==> config.mk <==
export PLATFORM = sky130hd
export DESIGN_NAME = imm_dp_flat
export DESIGN_NICKNAME = d
export VERILOG_FILES = /design/src/hdl/imm_pkg.sv /design/src/hdl/imm_if.sv /design/src/hdl/imm_dp.sv /design/src/flat_wrapper.sv
export SDC_FILE = /design/constraint.sdc
export NUM_CORES = 2
export LEC_CHECK = 0
export BUFFER_PORTS_ARGS = -buffer_cell sky130_fd_sc_hd__buf_2
export CAP_MARGIN = 15
export CORE_MARGIN = 2
export CORE_UTILIZATION = 50
export DETAILED_ROUTE_END_ITERATION = 10
export HOLD_SLACK_MARGIN = 0.06
export PLACE_DENSITY = 0.8
export SETUP_SLACK_MARGIN = 0.5
export SKIP_LAST_GASP = 1
export SYNTH_ARGS = -nofsm -noshare
export SYNTH_HDL_FRONTEND = slang
export SYNTH_SLANG_ARGS = --single-unit
==> constraint.sdc <==
create_clock -name clk_i -period 7.1 [get_ports clk_i]
set_input_delay 0.355 -clock clk_i [delete_from_list [all_inputs] [get_ports clk_i]]
set_output_delay 0.355 -clock clk_i [all_outputs]
set_load 0.02 [all_outputs]
==> src/hdl/imm_pkg.sv <==
// Shared types and constants for the integer matrix multiplier.
// Used by the channel interfaces, controller, datapath and top level.
`default_nettype none

package imm_pkg;

  localparam int unsigned MaxDim    = 8;
  localparam int unsigned WordWidth = 32;
  localparam int unsigned DimW      = 4;
  localparam int unsigned IdxW      = 3;
  localparam int unsigned AddrW     = 2 * IdxW;
  localparam int unsigned Depth     = MaxDim * MaxDim;

  typedef logic [DimW-1:0]      dim_t;
  typedef logic [IdxW-1:0]      idx_t;
  typedef logic [AddrW-1:0]     addr_t;
  typedef logic [WordWidth-1:0] word_t;

  typedef enum logic [1:0] {
    MODE_LOAD_A  = 2'd0,
    MODE_LOAD_B  = 2'd1,
    MODE_COMPUTE = 2'd2
  } mode_e;

  // Configuration register indexes
  localparam logic [1:0] REG_ROWS_A    = 2'd0;
  localparam logic [1:0] REG_INNER_DIM = 2'd1;
  localparam logic [1:0] REG_COLS_B    = 2'd2;

  localparam dim_t DimReset = dim_t'(MaxDim);

  // Per-term tag that travels down the datapath with the read data
  typedef struct packed {
    logic first;  // first term of a dot product
    logic lastk;  // last term of a dot product
    logic zero;   // empty dot product, term counts as zero
    idx_t row;
    idx_t col;
    logic last;   // final element of the run
  } tag_t;

  typedef struct packed {
    logic  we_a;
    logic  we_b;
    addr_t waddr;
    word_t wdata;
    logic  rd_en;
    addr_t raddr_a;
    addr_t raddr_b;
    tag_t  tag;
  } cmd_t;

  typedef struct packed {
    logic busy;
  } stat_t;

  function automatic dim_t clamp_dim(dim_t v);
    return (v > DimReset) ? DimReset : v;
  endfunction

endpackage

`default_nettype wire

==> src/hdl/imm_if.sv <==
// Request channels of the integer matrix multiplier: input, result and
// configuration write. Depends on imm_pkg.
`default_nettype none


interface imm_out_if;
  logic                             valid;
  logic                             ready;
  logic signed [imm_pkg::WordWidth-1:0] product_value;
  logic [imm_pkg::IdxW-1:0]         out_row;
  logic [imm_pkg::IdxW-1:0]         out_col;
  logic                             last;

  modport source(output valid, output product_value, output out_row, output out_col,
                 output last, input ready);
  modport sink(input valid, input product_value, input out_row, input out_col,
               input last, output ready);
endinterface


`default_nettype wire

==> src/hdl/imm_dp.sv <==
// Datapath: the two matrix stores, multiplier, accumulator and result
// register. Depends on imm_pkg and the imm_out_if interface.
`default_nettype none

module imm_dp (
  input  logic            clk_i,
  input  logic            rst_ni,
  input  imm_pkg::cmd_t   cmd_i,
  output imm_pkg::stat_t  stat_o,
  imm_out_if.source       out_o
);

  imm_pkg::word_t mem_a [imm_pkg::Depth];
  imm_pkg::word_t mem_b [imm_pkg::Depth];

  imm_pkg::word_t rd_a_q, rd_b_q, prod_q, acc_q, acc_d, prod_d;
  imm_pkg::tag_t  s1_tag_q, s2_tag_q;
  logic           s1_v_q, s2_v_q, out_v_q;
  imm_pkg::word_t out_val_q;
  imm_pkg::idx_t  out_row_q, out_col_q;
  logic           out_last_q;
  imm_pkg::word_t prod_lo;

  always_ff @(posedge clk_i) begin
    if (cmd_i.we_a) begin
      mem_a[cmd_i.waddr] <= cmd_i.wdata;
    end
    if (cmd_i.rd_en) begin
      rd_a_q <= mem_a[cmd_i.raddr_a];
    end
  end

  always_ff @(posedge clk_i) begin
    if (cmd_i.we_b) begin
      mem_b[cmd_i.waddr] <= cmd_i.wdata;
    end
    if (cmd_i.rd_en) begin
      rd_b_q <= mem_b[cmd_i.raddr_b];
    end
  end

  // only the low word of the product matters under wrap-around
  assign prod_lo = rd_a_q * rd_b_q;
  assign prod_d  = s1_tag_q.zero ? '0 : prod_lo;
  assign acc_d   = s2_tag_q.first ? prod_q : acc_q + prod_q;

  always_ff @(posedge clk_i or negedge rst_ni) begin
    if (!rst_ni) begin
      s1_v_q  <= 1'b0;
      s2_v_q  <= 1'b0;
      out_v_q <= 1'b0;
    end else begin
      s1_v_q <= cmd_i.rd_en;
      s2_v_q <= s1_v_q;
      if (s2_v_q && s2_tag_q.lastk) begin
        out_v_q <= 1'b1;
      end else if (out_o.ready) begin
        out_v_q <= 1'b0;
      end
    end
  end

  always_ff @(posedge clk_i) begin
    s1_tag_q <= cmd_i.tag;
    s2_tag_q <= s1_tag_q;
    prod_q   <= prod_d;
    if (s2_v_q) begin
      acc_q <= acc_d;
    end
    if (s2_v_q && s2_tag_q.lastk) begin
      out_val_q  <= acc_d;
      out_row_q  <= s2_tag_q.row;
      out_col_q  <= s2_tag_q.col;
      out_last_q <= s2_tag_q.last;
    end
  end

  assign out_o.valid         = out_v_q;
  assign out_o.product_value = $signed(out_val_q);
  assign out_o.out_row       = out_row_q;
  assign out_o.out_col       = out_col_q;
  assign out_o.last          = out_last_q;

  assign stat_o.busy = s1_v_q || s2_v_q || out_v_q;

endmodule

`default_nettype wire

==> src/flat_wrapper.sv <==
// flat-port wrapper written by rule: the top's interface ports become plain ports
module imm_dp_flat 
  (clk_i, rst_ni, cmd_i, stat_o, out_o_valid, out_o_product_value, out_o_out_row, out_o_out_col, out_o_last, out_o_ready);
  imm_out_if out_o_i ();
  input  logic clk_i;
  input  logic rst_ni;
  input  imm_pkg::cmd_t cmd_i;
  output imm_pkg::stat_t stat_o;
  output wire logic [$bits(out_o_i.valid)-1:0] out_o_valid;
  output wire logic [$bits(out_o_i.product_value)-1:0] out_o_product_value;
  output wire logic [$bits(out_o_i.out_row)-1:0] out_o_out_row;
  output wire logic [$bits(out_o_i.out_col)-1:0] out_o_out_col;
  output wire logic [$bits(out_o_i.last)-1:0] out_o_last;
  input wire logic [$bits(out_o_i.ready)-1:0] out_o_ready;
  assign out_o_valid = out_o_i.valid;
  assign out_o_product_value = out_o_i.product_value;
  assign out_o_out_row = out_o_i.out_row;
  assign out_o_out_col = out_o_i.out_col;
  assign out_o_last = out_o_i.last;
  assign out_o_i.ready = out_o_ready;
  imm_dp u_core (.clk_i(clk_i), .rst_ni(rst_ni), .cmd_i(cmd_i), .stat_o(stat_o), .out_o(out_o_i));
endmodule
==> metrics <==
Post-route DRC=0; Seq/Total Area, Yosys=71.9%; gr ovfl total=0; M1 WL=162,000 um; synth-to-layout area growth=13.2%; first-pass GRT wire length=730,000 um; Die X-Extent=601 um; Avg Inst Size Synth=21.8 um2; WL/cell=37.5 um; Tcrit/Tclk final=98.1%; GP Congestion=0.884; final slew viol count=0; Yosys top cell area share=71.3%; Largest delay share family, worst path=adder cells; die height=601 um; synth warn=0; Worst EP required=7.85 ns; Cell Rows=219; Detailed Place HPWL=257,000 um; starting density of the core=50.1%; Worst-path clk slew=0.07 ns; total CTS buffers=397; Worst path slowest cell=fa_1; io pins=107; largest net degree at the start of global routing=141; Worst Path Max Fanout=14; Crit Path Category=flip-flop to flip-flop; Netlist Area Pre-Place=178,000 um2; VDD IR max=0.00385 V; Worst EP arrival=7.72 ns; met3 routed WL=66,500 um; Synth area leader=edfxtp_1; clk sink count=4,285; layout cells sized above 1=29.6%; Post-DRT Antenna Nets=0; post-synthesis register bit count=4,285; synth unique cells=57; Fmax=0.144 GHz; most numerous cell in the Yosys netlist=edfxtp_1; top cells by count, synth=edfxtp_1 (4,231), mux4_2 (1,331), fa_1 (409), inv_1 (379), and2_1 (309); die area=361,000 um2; Mapped Nets=8,803; Nets=9,319; clk_lat worst skew=0.95 ns; Core Area=355,000 um2; EDFF count, synth=4,231; Port Buffers=106; 1st-iter DRT viols=15,900; Pwr Total=102 mW; Pwr Density=507 nW/um2; Synth Flop Type=edfxtp_1; initial antenna violation count=64; Crit. End Element=flip-flop; setup slack at placement=0.136 ns; Crit path largest cell delay=0.55 ns; HP Class=primary input to flip-flop; status=finished, final reports clean; final instance area=202,000 um2; final setup margin=0.132 ns; post-layout min period=6.97 ns; Leak Pwr=65.4 nW; Worst Setup Start Kind=flip-flop; Vias/cell=6.78; CTS Root Buffer Type=clkbuf_16; # Max-Cap Violations=0; RSZ-0062 raised after global routing=yes; final hold violations=0; Bufs and invs on worst path=7; TritonRoute pass-1 iters=9; highest routed layer=met5; routed via count=93,500; met2 routed WL=254,000 um; clk buf depth=4; Cells after Synth=8,174; skew final=0.0748 ns; cell mode on critical path=fa_1; final WL=518,000 um; GRT Total Usage=28.5%; worst-margin pin slew=1.28 ns; TritonCTS clock tree=done; Area after DPL=186,000 um2; TNS Setup=0 ns; Max transition margin=14.8%; largest cells by area after synthesis=edfxtp_1 (71%), mux4_2 (17%), fa_1 (4.6%); post-layout util=56.8%; Post-synth ARST share=0.0700%; Final setup viols=0; vias in the first global route=95,900; H-tree levels=5
worst reg2reg max path, cell delays in order, from the launching register on:
cell and delay (ns):
edfxtp_1 0.50, buf_6 0.17, clkbuf_16 0.19, nand2_1 0.08
fa_1 0.49, inv_1 0.06, fa_1 0.50, inv_1 0.07
fa_1 0.53, inv_1 0.06, fa_1 0.48, fa_1 0.55
inv_1 0.07, fa_1 0.44, fa_1 0.49, fa_2 0.42
xnor2_4 0.25, xnor2_4 0.13, xnor2_2 0.18, xnor2_1 0.22
xnor2_1 0.17, xnor2_1 0.12, xnor2_1 0.24, buf_4 0.22
xnor2_2 0.12, nor2_1 0.05
final timing paths:
kind / startpoint / to / slack [ns] / cells past startpoint
setup / recovery: u_core.rd_b_q[4]$_DFFE_PP_ / u_core.prod_q[31]$_SDFF_PP0_ / 0.13 / 25
hold / removal: cmd_i[3] / u_core.s1_tag_q[3]$_DFF_P_ / 0.12 / 2
setup reg to reg: u_core.rd_b_q[4]$_DFFE_PP_ / u_core.prod_q[31]$_SDFF_PP0_ / 0.13 / 25
hold reg to reg: u_core.s1_tag_q[6]$_DFF_P_ / u_core.s2_tag_q[6]$_DFF_P_ / 0.32 / 0
max in group asynchronous: rst_ni / u_core.s2_v_q$_DFF_PN0_ / 6.62 / 3
min in group asynchronous: rst_ni / u_core.out_o.valid$_DFFE_PN0P_ / 0.34 / 3
cells by family after synthesis:
family,count (synthesis),synth area share [%]
fa+ha+maj,563,5.68
compound gates,198,0.691
mux,1360,17.0
simple gates,871,2.39
buf+inv,792,1.80
flops,4285,71.9
xor+xnor,105,0.516
stage by stage:
stage,hold WS (ns),cells
after floorplan,0.0594,8174
after detailed placement,0.151,12900
after global routing,0.0990,13800
final,0.116,13800
after global placement,0.149,12900
after CTS,0.0633,13700
state kept, by name, summed over array words and instances (netlist names), 9 cells and up:
signal / cells
u_core.prod_q: 32
u_core.s1_tag_q: 10
u_core.mem_a: 2048
u_core.acc_q: 32
u_core.s2_tag_q: 9
u_core.mem_b: 2048
u_core.rd_a_q: 32
u_core.out_o.product_value: 32
u_core.rd_b_q: 32
routing by layer:
metal,vias to the layer above,global-route usage [%]
met5,-,0
met4,58,15.5
met3,1940,7.10
met2,8981,46.6
met1,48500,35.1
li1,34100,-
cell type report:
class / count / area (um2)
Inverter: 379 / 1420
Timing Repair Buffer: 530 / 4700
Antenna cell: 19 / 47.5
Clock inverter: 262 / 2700
Clock buffer: 464 / 10400
Multi-Input combinational cell: 3097 / 48400
Tap cell: 4751 / 5940
Fill cell: 23600 / 154000
Sequential cell: 4285 / 128000
placed cells by master, fill, tap and decap left out, types with 47 or more instances in the layout:
master	instances
edfxtp_1	4231
mux4_2	1331
clkbuf_16	407
fa_1	389
inv_1	364
buf_4	343
and2_1	296
nand2_1	292
ha_1	141
nor2_4	129
clkinv_2	85
clkinv_1	82
xnor2_1	65
buf_2	63
o21ai_0	62
clkbuf_1	59
bufinv_16	50
dfxtp_1	50
dlygate4sd3_1	48
nor2_1	47
where the power goes:
| part | switching (mW) | internal, mW | leakage, nW |
|---|---|---|---|
| clock network | 9.80 | 12.3 | 6.36 |
| logic | 27.5 | 23.9 | 20.4 |
| registers | 0.227 | 28.5 | 38.6 |
| total | 37.5 | 64.7 | 65.4 |
timing repair:
| action | in CTS | in global routing |
|---|---|---|
| endpoints found under the hold margin | 1325 | 0 |
| pin swaps | 54 | 75 |
| resized for setup | 83 | 80 |
| cloned | 6 | 2 |
| setup endpoints to repair | 13 | 15 |
| hold buffers | 48 | 0 |
| setup buffers | 65 | 24 |
(Power assumes the default switching activity.)
