**src/hdl/imm_pkg.sv**
```systemverilog
// Shared types and constants for the integer matrix multiplier.
// Used by the channel interfaces, controller, datapath and top level.
`default_nettype none

package imm_pkg;

  localparam int unsigned MaxDim    = 8;
  localparam int unsigned WordWidth = 32;
  localparam int unsigned DimW      = 4;
  localparam int unsigned IdxW      = 3;
  localparam int unsigned AddrW     = 2 * IdxW;
  localparam int unsigned Depth     = MaxDim * MaxDim;

  typedef logic [DimW-1:0]      dim_t;
  typedef logic [IdxW-1:0]      idx_t;
  typedef logic [AddrW-1:0]     addr_t;
  typedef logic [WordWidth-1:0] word_t;

  typedef enum logic [1:0] {
    MODE_LOAD_A  = 2'd0,
    MODE_LOAD_B  = 2'd1,
    MODE_COMPUTE = 2'd2
  } mode_e;

  // Configuration register indexes
  localparam logic [1:0] REG_ROWS_A    = 2'd0;
  localparam logic [1:0] REG_INNER_DIM = 2'd1;
  localparam logic [1:0] REG_COLS_B    = 2'd2;

  localparam dim_t DimReset = dim_t'(MaxDim);

  // Per-term tag that travels down the datapath with the read data
  typedef struct packed {
    logic first;  // first term of a dot product
    logic lastk;  // last term of a dot product
    logic zero;   // empty dot product, term counts as zero
    idx_t row;
    idx_t col;
    logic last;   // final element of the run
  } tag_t;

  typedef struct packed {
    logic  we_a;
    logic  we_b;
    addr_t waddr;
    word_t wdata;
    logic  rd_en;
    addr_t raddr_a;
    addr_t raddr_b;
    tag_t  tag;
  } cmd_t;

  typedef struct packed {
    logic busy;
  } stat_t;

  function automatic dim_t clamp_dim(dim_t v);
    return (v > DimReset) ? DimReset : v;
  endfunction

endpackage

`default_nettype wire

```
**src/hdl/imm_if.sv**
```systemverilog
// Request channels of the integer matrix multiplier: input, result and
// configuration write. Depends on imm_pkg.
`default_nettype none

interface imm_in_if;
  logic                             valid;
  logic                             ready;
  logic [1:0]                       mode;
  logic [imm_pkg::IdxW-1:0]         row_index;
  logic [imm_pkg::IdxW-1:0]         col_index;
  logic signed [imm_pkg::WordWidth-1:0] element_value;

  modport source(output valid, output mode, output row_index, output col_index,
                 output element_value, input ready);
  modport sink(input valid, input mode, input row_index, input col_index,
               input element_value, output ready);
endinterface


interface imm_cfg_if;
  logic                     valid;
  logic                     ready;
  logic [1:0]               index;
  logic [imm_pkg::DimW-1:0] data;

  modport source(output valid, output index, output data, input ready);
  modport sink(input valid, input index, input data, output ready);
endinterface

`default_nettype wire

```
**src/hdl/imm_ctrl.sv**
```systemverilog
// Controller: size registers, load decode and the row/column/term walk.
// Depends on imm_pkg and the imm_in_if / imm_cfg_if interfaces.
`default_nettype none

module imm_ctrl (
  input  logic            clk_i,
  input  logic            rst_ni,
  imm_in_if.sink          in_i,
  imm_cfg_if.sink         cfg_i,
  input  imm_pkg::stat_t  stat_i,
  output imm_pkg::cmd_t   cmd_o
);

  localparam logic [1:0] StIdle  = 2'd0;
  localparam logic [1:0] StIssue = 2'd1;
  localparam logic [1:0] StDrain = 2'd2;

  logic [1:0] state_q, state_d;
  imm_pkg::dim_t rows_a_q, inner_dim_q, cols_b_q;
  imm_pkg::idx_t r_q, r_d, c_q, c_d, i_q, i_d;
  imm_pkg::dim_t ra, kd, cb;
  logic in_acc, term_last, col_last, elem_last;

  assign ra = imm_pkg::clamp_dim(rows_a_q);
  assign kd = imm_pkg::clamp_dim(inner_dim_q);
  assign cb = imm_pkg::clamp_dim(cols_b_q);

  assign in_i.ready  = (state_q == StIdle);
  assign cfg_i.ready = 1'b1;
  assign in_acc      = in_i.valid && in_i.ready;

  assign term_last = (kd == '0) || (imm_pkg::dim_t'(i_q) + 1'b1 == kd);
  assign col_last  = (imm_pkg::dim_t'(c_q) + 1'b1 == cb);
  assign elem_last = col_last && (imm_pkg::dim_t'(r_q) + 1'b1 == ra);

  always_ff @(posedge clk_i or negedge rst_ni) begin
    if (!rst_ni) begin
      rows_a_q    <= imm_pkg::DimReset;
      inner_dim_q <= imm_pkg::DimReset;
      cols_b_q    <= imm_pkg::DimReset;
    end else if (cfg_i.valid) begin
      unique case (cfg_i.index)
        imm_pkg::REG_ROWS_A:    rows_a_q    <= cfg_i.data;
        imm_pkg::REG_INNER_DIM: inner_dim_q <= cfg_i.data;
        imm_pkg::REG_COLS_B:    cols_b_q    <= cfg_i.data;
        default: ;
      endcase
    end
  end

  always_comb begin
    state_d = state_q;
    r_d     = r_q;
    c_d     = c_q;
    i_d     = i_q;

    cmd_o           = '0;
    cmd_o.waddr     = {in_i.row_index, in_i.col_index};
    cmd_o.wdata     = imm_pkg::word_t'(in_i.element_value);
    cmd_o.raddr_a   = {r_q, i_q};
    cmd_o.raddr_b   = {i_q, c_q};
    cmd_o.tag.first = (i_q == '0);
    cmd_o.tag.lastk = term_last;
    cmd_o.tag.zero  = (kd == '0);
    cmd_o.tag.row   = r_q;
    cmd_o.tag.col   = c_q;
    cmd_o.tag.last  = elem_last;

    unique case (state_q)
      StIdle: begin
        if (in_acc) begin
          unique case (imm_pkg::mode_e'(in_i.mode))
            imm_pkg::MODE_LOAD_A: begin
              cmd_o.we_a = (imm_pkg::dim_t'(in_i.row_index) < ra) &&
                           (imm_pkg::dim_t'(in_i.col_index) < kd);
            end
            imm_pkg::MODE_LOAD_B: begin
              cmd_o.we_b = (imm_pkg::dim_t'(in_i.row_index) < kd) &&
                           (imm_pkg::dim_t'(in_i.col_index) < cb);
            end
            imm_pkg::MODE_COMPUTE: begin
              if (ra != '0 && cb != '0) begin
                state_d = StIssue;
                r_d     = '0;
                c_d     = '0;
                i_d     = '0;
              end
            end
            default: ;
          endcase
        end
      end
      StIssue: begin
        cmd_o.rd_en = 1'b1;
        if (term_last) begin
          state_d = StDrain;
        end else begin
          i_d = i_q + 1'b1;
        end
      end
      StDrain: begin
        // next element starts once the previous result has been taken
        if (!stat_i.busy) begin
          if (elem_last) begin
            state_d = StIdle;
          end else begin
            state_d = StIssue;
            i_d     = '0;
            if (col_last) begin
              c_d = '0;
              r_d = r_q + 1'b1;
            end else begin
              c_d = c_q + 1'b1;
            end
          end
        end
      end
      default: state_d = StIdle;
    endcase
  end

  always_ff @(posedge clk_i or negedge rst_ni) begin
    if (!rst_ni) begin
      state_q <= StIdle;
      r_q     <= '0;
      c_q     <= '0;
      i_q     <= '0;
    end else begin
      state_q <= state_d;
      r_q     <= r_d;
      c_q     <= c_d;
      i_q     <= i_d;
    end
  end

endmodule

`default_nettype wire

```
**src/flat_wrapper.sv**
```systemverilog
// flat-port wrapper written by rule: the top's interface ports become plain ports
module imm_ctrl_flat 
  (clk_i, rst_ni, stat_i, cmd_o, in_i_valid, in_i_mode, in_i_row_index, in_i_col_index, in_i_element_value, in_i_ready, cfg_i_valid, cfg_i_index, cfg_i_data, cfg_i_ready);
  imm_in_if in_i_i ();
  imm_cfg_if cfg_i_i ();
  input  logic clk_i;
  input  logic rst_ni;
  input  imm_pkg::stat_t stat_i;
  output imm_pkg::cmd_t cmd_o;
  input wire logic [$bits(in_i_i.valid)-1:0] in_i_valid;
  input wire logic [$bits(in_i_i.mode)-1:0] in_i_mode;
  input wire logic [$bits(in_i_i.row_index)-1:0] in_i_row_index;
  input wire logic [$bits(in_i_i.col_index)-1:0] in_i_col_index;
  input wire logic [$bits(in_i_i.element_value)-1:0] in_i_element_value;
  output wire logic [$bits(in_i_i.ready)-1:0] in_i_ready;
  input wire logic [$bits(cfg_i_i.valid)-1:0] cfg_i_valid;
  input wire logic [$bits(cfg_i_i.index)-1:0] cfg_i_index;
  input wire logic [$bits(cfg_i_i.data)-1:0] cfg_i_data;
  output wire logic [$bits(cfg_i_i.ready)-1:0] cfg_i_ready;
  assign in_i_i.valid = in_i_valid;
  assign in_i_i.mode = in_i_mode;
  assign in_i_i.row_index = in_i_row_index;
  assign in_i_i.col_index = in_i_col_index;
  assign in_i_i.element_value = in_i_element_value;
  assign in_i_ready = in_i_i.ready;
  assign cfg_i_i.valid = cfg_i_valid;
  assign cfg_i_i.index = cfg_i_index;
  assign cfg_i_i.data = cfg_i_data;
  assign cfg_i_ready = cfg_i_i.ready;
  imm_ctrl u_core (.clk_i(clk_i), .rst_ni(rst_ni), .in_i(in_i_i), .cfg_i(cfg_i_i), .stat_i(stat_i), .cmd_o(cmd_o));
endmodule
```
**config.mk**
```make
export PLATFORM = sky130hd
export DESIGN_NAME = imm_ctrl_flat
export DESIGN_NICKNAME = d
export VERILOG_FILES = /design/src/hdl/imm_pkg.sv /design/src/hdl/imm_if.sv /design/src/hdl/imm_ctrl.sv /design/src/flat_wrapper.sv
export SDC_FILE = /design/constraint.sdc
export NUM_CORES = 1
export LEC_CHECK = 0
export ABC_AREA = 0
export BUFFER_PORTS_ARGS = -buffer_cell sky130_fd_sc_hd__buf_2
export CORE_MARGIN = 2
export CORE_UTILIZATION = 46
export DETAILED_ROUTE_END_ITERATION = 8
export HOLD_SLACK_MARGIN = 0.08
export PLACE_DENSITY = 0.81
export SLEW_MARGIN = 25
export SYNTH_ARGS = -nofsm -noshare
export SYNTH_HDL_FRONTEND = slang
export SYNTH_SLANG_ARGS = --single-unit
export TNS_END_PERCENT = 50
```
**constraint.sdc**
```tcl
create_clock -name clk_i -period 2.7 [get_ports clk_i]
set_input_delay 0.27 -clock clk_i [delete_from_list [all_inputs] [get_ports clk_i]]
set_output_delay 0.27 -clock clk_i [all_outputs]
set_load 0.02 [all_outputs]
```
==> summary.md <==
| Metric | Value |
|---|---|
| Run status | completed |
| Family with the most delay on the worst path | compound AO/OA/AOI/OAI gates |
| TritonRoute pass-1 iters | 4 |
| Std-Cell Rows | 25 |
| Combinational family with the most area after synthesis | buffers and inverters |
| Clock tree from TritonCTS | yes |
| Path type of the worst setup path | flip-flop to output port |
| Leading cell types by total area after synthesis | sky130_fd_sc_hd__dfrtp_1, sky130_fd_sc_hd__buf_4, sky130_fd_sc_hd__ha_1, sky130_fd_sc_hd__mux2_2, sky130_fd_sc_hd__dfstp_2 |
| Vias/cell | 5.867 |
| DIE WIDTH | 73.43 um |
| Number of global-route vias before repair | 1613 |
| Routability cong. | 0.8429 |
| Biggest area consumer among synthesized cells | sky130_fd_sc_hd__dfrtp_1 |
| Period utilisation layout | 0.9414 |
| Share of the synthesized area in the top cell type | 0.2257 |
| Cell at the root of the clock tree | sky130_fd_sc_hd__clkbuf_8 |
| Setup repair after global routing missed its margin | no |
| Tightest slew margin relative to the limit | 0.5583 |
| Simple-Gate Fraction of Synth Area | 0.1947 |
| Buffers added on ports | 50 |
| Ordered cell list for the critical path | inv_1 > ha_1 > and3b_1 > o32ai_1 > nand2_1 > buf_2 |
| Number of synthesized register bits | 23 |
| Worst endpoint data arrival time | 2.27 ns |
| DR iter-0 viols | 138 |
| Worst hold path type | primary input to flip-flop |
| Fraction of final layout cells with drive strength greater than 1 | 0.3360 |
| Clock-pin slew reported for the worst setup and hold paths after clock tree synthesis | 0.09 ns |
| Total placed instance area | 2127 um^2 |
| Clock skew after layout | 0.002345 ns |
| Largest net degree at the start of global routing | 24 |
| Storage element area | 580.6 um^2 |
| Count of pins on the block boundary | 116 |
| Antenna violations before repair | 0 |
| Most frequent cell after synthesis | sky130_fd_sc_hd__buf_4 |
| Ys async rst share | 1.000 |
| Leading register cell type out of synthesis | sky130_fd_sc_hd__dfrtp_1 |
| Transition time of the tightest slew-check pin | 0.6611 ns |
| Number of buffers created by CTS | 3 |
| Layout area overhead | 0.2821% |
| Antenna violation net count after detailed routing | 0 |
| Die outline area | 5391 um^2 |
| Post-synth cell types | 55 |
| Cell area after synthesis | 2217 um^2 |
| Kind of start point of the critical path | flip-flop |
| Commonest cells in the synthesized netlist | sky130_fd_sc_hd__buf_4, sky130_fd_sc_hd__dfrtp_1, sky130_fd_sc_hd__nand2_1, sky130_fd_sc_hd__mux2_2 |
| Level count of the clock H-tree | 1 |
| Hold_ws | 0.2644 ns |
| Clk sink count | 23 |
| Final standard cell area without fillers | 2223 um^2 |
| Share of cell area taken by muxes after synthesis | 0.06603 |
| Post-Synth Adder-Cell Area | 0.06772 |
| Synth Area in XOR/XNOR | 0.03330 |
| Final-report max-slew violation count | 0 |
| Leakage power | 1.031 nW |
| Number of flops mapped to enable cells by yosys | 0 |
| Required time of the critical path | 2.43 ns |
| Final HPWL from detailed placement | 3.663 mm |
| Post-Synthesis Mean Instance Area | 8.976 um^2 |
| Delay contributed by the slowest stage of the critical path | 0.48 ns |
| CP endpoint kind | output port |
| FILL cells | 451 |
| Core Box Area | 4692 um^2 |
| Largest vdd supply drop | 0.0002812 V |
| Total Routing Usage GR | 0.1866 |
| Setup-violating endpoint count in the final report | 0 |
| Max capacitance violation total | 0 |
| Total overflow reported by the global router | 0 |
| Wire length after detailed routing | 4.796 mm |
| Maximum count of clock buffers along a single path | 2 |
| Worst path buffer plus inverter count | 2 |
| Total Power | 1.934 mW |
| Synth Net Count | 310 |
| Count of vias placed by the detailed router | 1766 |
| Clock network latency to the later pin of the worst-skew pair | 0.27 ns |
| Initial cell density of the core | 0.4725 |
| Critical-path top delay cell | sky130_fd_sc_hd__o32ai_1 |
| Diodes inserted | 0 |
| Drc violations | 0 |
| Cells after synthesis | 247 |
| Routed length per instance | 15.93 um |
| Compound-gate portion of the synthesized area | 0.1710 |
| Combined area of the multi-input logic cells | 1209 um^2 |
| Cell area power density | 869.8 nW/um^2 |
| Global-route wire length before repair | 7.721 mm |
| Worst-path maximum fanout | 6 |
| Ys Warns | 0 |
| Post-route setup TNS | 0 ns |
| Proportion of synthesized chip area in sequential cells | 0.2613 |
| Final #Nets | 311 |
| Final period demand of the worst path | 2.542 ns |
| Die Y-Extent | 73.43 um |
| Number of hold violations in the final report | 0 |
| Maximum clock rate | 0.3934 GHz |
[metrics by stage]
step,util,instances,worst slack (ns)
floorplan,-,247,0.2311
global placement,0.4533,294,0.3343
detailed placement,0.4533,294,0.2724
CTS,0.4653,299,0.06475
global route,0.4739,301,0.02737
finish,0.4739,301,0.1582
[report_power, final]
group / switching [mW] / internal [mW] / total [mW] / leakage (nW)
clock: 0.122 / 0.103 / 0.225 / 0.0255
combinational: 0.610 / 0.457 / 1.07 / 0.721
sequential: 0.196 / 0.446 / 0.642 / 0.285
[kinds of logic (layout without fill, tap and decap cells)]
kind of cell    Yosys count  count (layout)
compound gates           49              49
other cells               1               1
simple gates             75              75
xor+xnor                  5               5
fa+ha+maj                12              12
flops                    23              23
buf+inv                  69              69
mux                      13              13
[layer usage]
layer,vias up,track usage,share of wire
met1,862,0.2421,0.45
li1,837,-,-
met4,0,0.06869,0.019
met3,11,0.02881,0.054
met2,56,0.3133,0.48
met5,-,0,0
[timing repair]
| action | 4_1_cts | 5_1_grt |
|---|---|---|
| buffers inserted | 0 | 2 |
| setup endpoints to repair | 0 | 1 |
| endpoints found under the hold margin | 20 | 0 |
| hold buffers | 1 | 0 |
| gates resized for setup | 0 | 3 |
[worst paths after layout]
kind                                         end  cells past startpoint                   from  slack [ns]
max reg2reg                    u_core.state_q[0]                      6          u_core.c_q[0]        0.38
min in group asynchronous  u_core.inner_dim_q[2]                      2                 rst_ni        0.49
max                                     cmd_o[8]                      6          u_core.i_q[0]        0.16
max in group asynchronous          u_core.c_q[0]                      2                 rst_ni        1.82
min reg2reg                u_core.inner_dim_q[0]                      1  u_core.inner_dim_q[0]        0.58
min                        u_core.inner_dim_q[0]                      2          cfg_i_data[0]        0.26
[layout make-up]
type,count,share of cell area
multi-input cells,155,0.5436
flip-flops and latches,23,0.2611
repair buffers,53,0.1238
well taps,54,0.03039
inverters,12,0.02026
clock buffers,3,0.01857
clock inverters,1,0.002251
[state kept, by name, indices dropped and copies added (netlist names)]
name / cells
u_core.c_q: 3
u_core.state_q: 2
u_core.inner_dim_q: 4
u_core.i_q: 3
u_core.r_q: 3
u_core.rows_a_q: 4
u_core.cols_b_q: 4
[layout by cell type (no fill, tap or decap), drive strengths merged, types with 6 or more instances in the layout]
cell    instances
buf            52
dfrtp          20
nand2          18
mux2           13
inv            12
ha             12
nand2b         11
nor2            8
a21oi           7
nor3            6
Power figures use the tool's default switching activity.
